`src/rtl/partial_merkle_tree_builder_assert.svh`:
```
// Assertion macros shared by the partial Merkle tree builder modules.
`ifndef PARTIAL_MERKLE_TREE_BUILDER_ASSERT_SVH
`define PARTIAL_MERKLE_TREE_BUILDER_ASSERT_SVH
`ifndef SYNTHESIS
// Check a property at every rising clock edge outside reset.
`define PMT_ASSERT(lbl, clk, rst, prop) \
   lbl: assert property (@(posedge clk) disable iff (rst) (prop)) \
      else $error("pmt assertion failed");
// Check that a condition in one cycle is followed by another in the next.
`define PMT_ASSERT_NEXT(lbl, clk, rst, cause, effect) \
   lbl: assert property (@(posedge clk) disable iff (rst) (cause) |=> (effect)) \
      else $error("pmt assertion failed");
`else
`define PMT_ASSERT(lbl, clk, rst, prop)
`define PMT_ASSERT_NEXT(lbl, clk, rst, cause, effect)
`endif
`endif

```
`src/rtl/pmt_pkg.sv`:
```
// Shared types, constants and SHA-256 helpers of the partial Merkle tree builder.
package pmt_pkg;

   localparam int MAX_TX      = 4096;
   localparam int MAX_HEIGHT  = 12;
   localparam int STACK_DEPTH = MAX_HEIGHT + 1;
   localparam int TX_W        = 12;
   localparam int CNT_W       = 13;
   localparam int SPAN_W      = 14;
   localparam int H_W         = 4;
   localparam int SP_W        = 4;
   localparam int ID_DEPTH    = MAX_TX * 4;
   localparam int ID_AW       = 14;

   localparam logic REQ_LOAD  = 1'b0;
   localparam logic REQ_FETCH = 1'b1;

   typedef enum logic [1:0] {
      KIND_ACK  = 2'd0,
      KIND_FLAG = 2'd1,
      KIND_HASH = 2'd2,
      KIND_DONE = 2'd3
   } kind_type;

   typedef enum logic [1:0] {
      PH_LOAD = 2'd0,
      PH_WALK = 2'd1,
      PH_WORD = 2'd2,
      PH_DONE = 2'd3
   } phase_type;

   typedef enum logic [2:0] {
      ST_IDLE,
      ST_SCAN_RD,
      ST_SCAN_CK,
      ST_DECIDE,
      ST_LEAF,
      ST_CLIMB,
      ST_SHA_GO,
      ST_SHA_WAIT
   } fsm_type;

   typedef struct packed {
      logic         start;
      logic [255:0] chain;
      logic [511:0] block;
   } sha_req_type;

   typedef struct packed {
      logic         done;
      logic [255:0] digest;
   } sha_rsp_type;

   localparam logic [255:0] SHA_IV = {
      32'h6a09e667, 32'hbb67ae85, 32'h3c6ef372, 32'ha54ff53a,
      32'h510e527f, 32'h9b05688c, 32'h1f83d9ab, 32'h5be0cd19
   };

   // second block of a 64-byte message: marker bit and a length of 512 bits
   localparam logic [511:0] PAD_BLOCK = {32'h80000000, 448'd0, 32'h00000200};
   // tail of the single block of a 32-byte message: length of 256 bits
   localparam logic [255:0] PAD_TAIL  = {32'h80000000, 192'd0, 32'h00000100};

   localparam logic [31:0] SHA_K [64] = '{
      32'h428a2f98, 32'h71374491, 32'hb5c0fbcf, 32'he9b5dba5,
      32'h3956c25b, 32'h59f111f1, 32'h923f82a4, 32'hab1c5ed5,
      32'hd807aa98, 32'h12835b01, 32'h243185be, 32'h550c7dc3,
      32'h72be5d74, 32'h80deb1fe, 32'h9bdc06a7, 32'hc19bf174,
      32'he49b69c1, 32'hefbe4786, 32'h0fc19dc6, 32'h240ca1cc,
      32'h2de92c6f, 32'h4a7484aa, 32'h5cb0a9dc, 32'h76f988da,
      32'h983e5152, 32'ha831c66d, 32'hb00327c8, 32'hbf597fc7,
      32'hc6e00bf3, 32'hd5a79147, 32'h06ca6351, 32'h14292967,
      32'h27b70a85, 32'h2e1b2138, 32'h4d2c6dfc, 32'h53380d13,
      32'h650a7354, 32'h766a0abb, 32'h81c2c92e, 32'h92722c85,
      32'ha2bfe8a1, 32'ha81a664b, 32'hc24b8b70, 32'hc76c51a3,
      32'hd192e819, 32'hd6990624, 32'hf40e3585, 32'h106aa070,
      32'h19a4c116, 32'h1e376c08, 32'h2748774c, 32'h34b0bcb5,
      32'h391c0cb3, 32'h4ed8aa4a, 32'h5b9cca4f, 32'h682e6ff3,
      32'h748f82ee, 32'h78a5636f, 32'h84c87814, 32'h8cc70208,
      32'h90befffa, 32'ha4506ceb, 32'hbef9a3f7, 32'hc67178f2
   };

   function automatic logic [31:0] big_sigma0(input logic [31:0] x);
      return {x[1:0], x[31:2]} ^ {x[12:0], x[31:13]} ^ {x[21:0], x[31:22]};
   endfunction

   function automatic logic [31:0] big_sigma1(input logic [31:0] x);
      return {x[5:0], x[31:6]} ^ {x[10:0], x[31:11]} ^ {x[24:0], x[31:25]};
   endfunction

   function automatic logic [31:0] small_sigma0(input logic [31:0] x);
      return {x[6:0], x[31:7]} ^ {x[17:0], x[31:18]} ^ {3'd0, x[31:3]};
   endfunction

   function automatic logic [31:0] small_sigma1(input logic [31:0] x);
      return {x[16:0], x[31:17]} ^ {x[18:0], x[31:19]} ^ {10'd0, x[31:10]};
   endfunction

endpackage

```
`src/rtl/pmt_sha256.sv`:
```
// SHA-256 compression unit: one round per cycle.
module pmt_sha256 import pmt_pkg::*; (
   input  logic        clock,
   input  logic        reset,
   input  sha_req_type sha_req,
   output sha_rsp_type sha_rsp
);

   logic         run_ff, run_in;
   logic         done_ff, done_in;
   logic [5:0]   round_ff, round_in;
   logic [31:0]  v_ff [8];
   logic [31:0]  v_in [8];
   logic [31:0]  w_ff [16];
   logic [31:0]  w_in [16];
   logic [255:0] chain_ff, chain_in;
   logic [255:0] digest_ff, digest_in;
   logic [31:0]  t1, t2, w_new;

   // one round of compression and one step of the message schedule
   always_comb begin
      run_in    = run_ff;
      done_in   = 1'b0;
      round_in  = round_ff;
      v_in      = v_ff;
      w_in      = w_ff;
      chain_in  = chain_ff;
      digest_in = digest_ff;
      t1 = v_ff[7] + big_sigma1(v_ff[4]) + ((v_ff[4] & v_ff[5]) ^ (~v_ff[4] & v_ff[6]))
           + SHA_K[round_ff] + w_ff[0];
      t2 = big_sigma0(v_ff[0]) + ((v_ff[0] & v_ff[1]) ^ (v_ff[0] & v_ff[2])
           ^ (v_ff[1] & v_ff[2]));
      w_new = w_ff[0] + small_sigma0(w_ff[1]) + w_ff[9] + small_sigma1(w_ff[14]);
      if (sha_req.start) begin
         run_in   = 1'b1;
         round_in = '0;
         chain_in = sha_req.chain;
         for (int k = 0; k < 8; k++) begin
            v_in[k] = sha_req.chain[255 - 32 * k -: 32];
         end
         for (int j = 0; j < 16; j++) begin
            w_in[j] = sha_req.block[511 - 32 * j -: 32];
         end
      end else if (run_ff) begin
         v_in[7] = v_ff[6];
         v_in[6] = v_ff[5];
         v_in[5] = v_ff[4];
         v_in[4] = v_ff[3] + t1;
         v_in[3] = v_ff[2];
         v_in[2] = v_ff[1];
         v_in[1] = v_ff[0];
         v_in[0] = t1 + t2;
         for (int j = 0; j < 15; j++) begin
            w_in[j] = w_ff[j + 1];
         end
         w_in[15] = w_new;
         round_in = round_ff + 6'd1;
         // fold the working variables into the chain value after the last round
         if (round_ff == 6'd63) begin
            run_in  = 1'b0;
            done_in = 1'b1;
            for (int k = 0; k < 8; k++) begin
               digest_in[255 - 32 * k -: 32] = chain_ff[255 - 32 * k -: 32] + v_in[k];
            end
         end
      end
   end

   // control registers
   always_ff @(posedge clock) begin
      if (reset) begin
         run_ff   <= 1'b0;
         done_ff  <= 1'b0;
         round_ff <= '0;
      end else begin
         run_ff   <= run_in;
         done_ff  <= done_in;
         round_ff <= round_in;
      end
   end

   // datapath registers
   always_ff @(posedge clock) begin
      v_ff      <= v_in;
      w_ff      <= w_in;
      chain_ff  <= chain_in;
      digest_ff <= digest_in;
   end

   assign sha_rsp.done   = done_ff;
   assign sha_rsp.digest = digest_ff;

endmodule

```
`config.mk`:
```
export PLATFORM = sky130hd
export DESIGN_NAME = pmt_sha256
export DESIGN_NICKNAME = d
export VERILOG_FILES = /design/src/rtl/partial_merkle_tree_builder_assert.svh /design/src/rtl/pmt_pkg.sv /design/src/rtl/pmt_sha256.sv
export SDC_FILE = /design/constraint.sdc
export NUM_CORES = 2
export LEC_CHECK = 0
export ABC_AREA = 0
export BUFFER_PORTS_ARGS = -buffer_cell sky130_fd_sc_hd__buf_2
export CAP_MARGIN = 20
export CORE_AREA = 2 2 397 399
export DETAILED_ROUTE_END_ITERATION = 10
export DIE_AREA = 0 0 399 401
export PLACE_DENSITY_LB_ADDON = 0.25
export SYNTH_ARGS = -nofsm -noshare
export SYNTH_HDL_FRONTEND = slang
export SYNTH_SLANG_ARGS = --single-unit
```
`constraint.sdc`:
```
create_clock -name clock -period 37.2 [get_ports clock]
set_clock_uncertainty 0.15 [all_clocks]
set_input_delay 11.16 -clock clock [delete_from_list [all_inputs] [get_ports clock]]
set_output_delay 11.16 -clock clock [all_outputs]
set_load 0.01 [all_outputs]
```
==> run summary <==
Clock Latency Late Sink -> 0.79 ns
Post-Route WL -> 259000 um
total congestion overflow -> 0
DR WL met3 -> 21000 um
Post-Synthesis Cell Area -> 75800 um^2
Max Fanout on Critical Path -> 165
Synth Register Bits -> 1288
reg-to-reg setup timing slack -> 25.00 ns
# H-tree levels -> 4
first-pass iteration count of the detailed router -> 6
synth warn -> 0
Via density -> 5.78
critical path type -> primary input to register
Final Hold Fails -> 0
Req. time, crit path -> 37.45 ns
wire length on met2 -> 126000 um
gr usage total -> 31.4%
initial DRC count -> 4950
IO Count -> 1028
post-synthesis async set-or-reset flop share -> 0%
sequential fraction of the synthesis area -> 50.9%
total clock buffers created by CTS -> 142
crit end category -> register
worst slew pin tran -> 1.07 ns
Max Slew Vio Count -> 0
Initial Utilization -> 48.7%
layout cells sized above 1 -> 27.9%
EDFF count, synth -> 1280
syn avg cell area -> 12.5 um^2
Syn-to-layout area delta -> 16.0%
M1 WL -> 100000 um
vias in the first global route -> 52.0k
CP arrival -> 15.81 ns
Primary FF master, synth -> edfxtp_1
post-route clock period utilization -> 41.8%
DR DRC count -> 0
largest net degree at the start of global routing -> 190
Worst setup SP type -> primary input
Clock Pin Slew Worst Setup and Hold Paths -> 0.06 ns
num rows -> 145
Final Wtd Congestion -> 0.953
reg2reg end -> digest_ff[255]$_DFFE_PP_
die area -> 160000 um^2
commonest non-fill, non-tap cell in the layout -> edfxtp_1
vias -> 53.9k
Final ANT Viol Nets -> 0
Top Layer Used -> met5
CORE AREA -> 156000 um^2
R2R cell count -> 43
height of the die -> 401 um
# setup viols final -> 0
outcome -> complete, no violations
TNS Setup -> 0 ns
hold path start -> w_ff[188]$_DFFE_PP_
DR WL/cell -> 27.7 um
initial antenna violation count -> 119
r2r startpoint -> round_ff[1]$_SDFFE_PP0P_
WHS Endpoint -> w_ff[220]$_DFFE_PP_
fin nets -> 8460
post-CTS setup repair buffer count -> 0
Hold Crit Class -> register to register
CTS tree -> yes
Buffers on Ports -> 1027
hpwl dp -> 205000 um
first-pass GRT wire length -> 359000 um
commonest cells after routing, fill and taps aside -> edfxtp_1 (1280), buf_2 (1026), mux2_2 (696), inv_1 (463), ha_1 (403)
Mapped Nets -> 7454
RSZ-0062 raised after global routing -> false
Syn Inst Count -> 6084
hold depth -> 1
Die Span X -> 399 um
number of distinct library cells after synthesis -> 85
Root Buffer -> clkbuf_16
Clock Path Buffers -> 3
Max Cap Viol -> 0
# resized after CTS -> 0
Peak Freq -> 64.3 MHz
slew margin rel. -> 28.5%
sinks on the clock net -> 1288
Hold-fix buffers, CTS -> 0
post-route minimum period -> 15.56 ns
## flip-flops by register name, summed over array words and instances, names as in the netlist
name,cells
w_ff,512
chain_ff,256
digest_ff,256
v_ff,256
round_ff,6
done_ff,1
run_ff,1
## how the worst max path moves through the flow
| stage | startpoint | depth (start not counted) | slack, ns | endpoint |
|---|---|---|---|---|
| 5_1_grt | sha_req[768] | 6 | 21.43 | w_ff[497]$_DFFE_PP_ |
| 4_1_cts | sha_req[768] | 6 | 21.76 | w_ff[497]$_DFFE_PP_ |
| 2_1_floorplan | sha_req[768] | 5 | 13.56 | digest_ff[0]$_DFFE_PP_ |
| 3_5_place_dp | sha_req[768] | 6 | 20.89 | w_ff[343]$_DFFE_PP_ |
| 3_3_place_gp | sha_req[768] | 6 | 20.99 | w_ff[316]$_DFFE_PP_ |
| 6_report | sha_req[768] | 6 | 21.64 | w_ff[343]$_DFFE_PP_ |
## synth_stat cells (11+ instances only)
library cell	n	area [um^2]
edfxtp_1	1280	38400
mux2_2	696	7840
inv_1	465	1750
ha_1	403	5040
xnor2_1	387	3390
nand2_1	349	1310
a21oi_1	337	1690
o21ai_0	291	1460
nor2_1	241	905
xor2_1	199	1740
fa_1	196	3920
a21o_1	195	1460
clkbuf_1	188	706
nand3_1	70	350
nand2b_1	55	344
nor2b_1	55	344
nor3_1	55	275
a211oi_1	48	360
a31oi_1	46	288
o21a_1	43	323
o211ai_1	37	278
o21bai_1	37	278
and3_1	35	219
and2_1	22	138
nand4_1	22	138
or3_1	21	131
a211o_1	20	175
buf_1	20	75.1
o31ai_1	20	150
mux2i_1	13	130
o22ai_1	13	81.3
a21boi_0	12	90.1
a221oi_1	11	96.3
a311oi_1	11	96.3
or2_2	11	68.8
## per-layer routing
layer  vias up  track usage [%]
li1      24335                -
met1     26537             39.6
met2      2439             52.4
met3       554             6.85
met4        80             12.6
met5         -                0
## stage by stage
| step | worst slack, ns | cells | hold WS, ns | util, % | instance area (um^2) |
|---|---|---|---|---|---|
| final | 21.64 | 9327 | 0.387 | 56.5 | 88000 |
| after floorplan | 13.56 | 6084 | 0.363 | - | 75800 |
| after global placement | 20.99 | 9003 | 0.376 | 53.4 | 83200 |
| after CTS | 21.76 | 9265 | 0.376 | 56.4 | 87800 |
| after detailed placement | 20.89 | 9003 | 0.382 | 53.4 | 83200 |
| after global routing | 21.43 | 9303 | 0.400 | 56.5 | 87900 |
## cell families after synthesis
logic type | after synthesis | synth area share (%)
DFF | 1288 | 50.9
xor gates and xnor gates | 588 | 6.83
buffers and inverters | 679 | 3.38
muxes | 715 | 10.7
AOI/OAI and AO/OA | 1226 | 10.3
adders and majority gates | 604 | 11.9
and+or+nand+nor | 984 | 6.08
## worst max-delay path, cell delays in order
cell and delay [ns]:
buf_8 0.34, or2_4 0.67, buf_4 0.84, buf_4 0.78
buf_12 0.64, buf_4 0.91
## final cells by class
| class | count | area [um^2] |
|---|---|---|
| antenna | 61 | 153 |
| clock buffer | 178 | 3740 |
| clock inverter | 84 | 853 |
| fill | 13046 | 67700 |
| inverter | 469 | 1760 |
| multi-input combinational | 4117 | 34700 |
| sequential | 1288 | 38600 |
| tap | 2058 | 2570 |
| timing repair buffer | 1072 | 5560 |
Power is not shown: default switching activity piles up to over one toggle a cycle in this logic, so the estimate is an artifact.
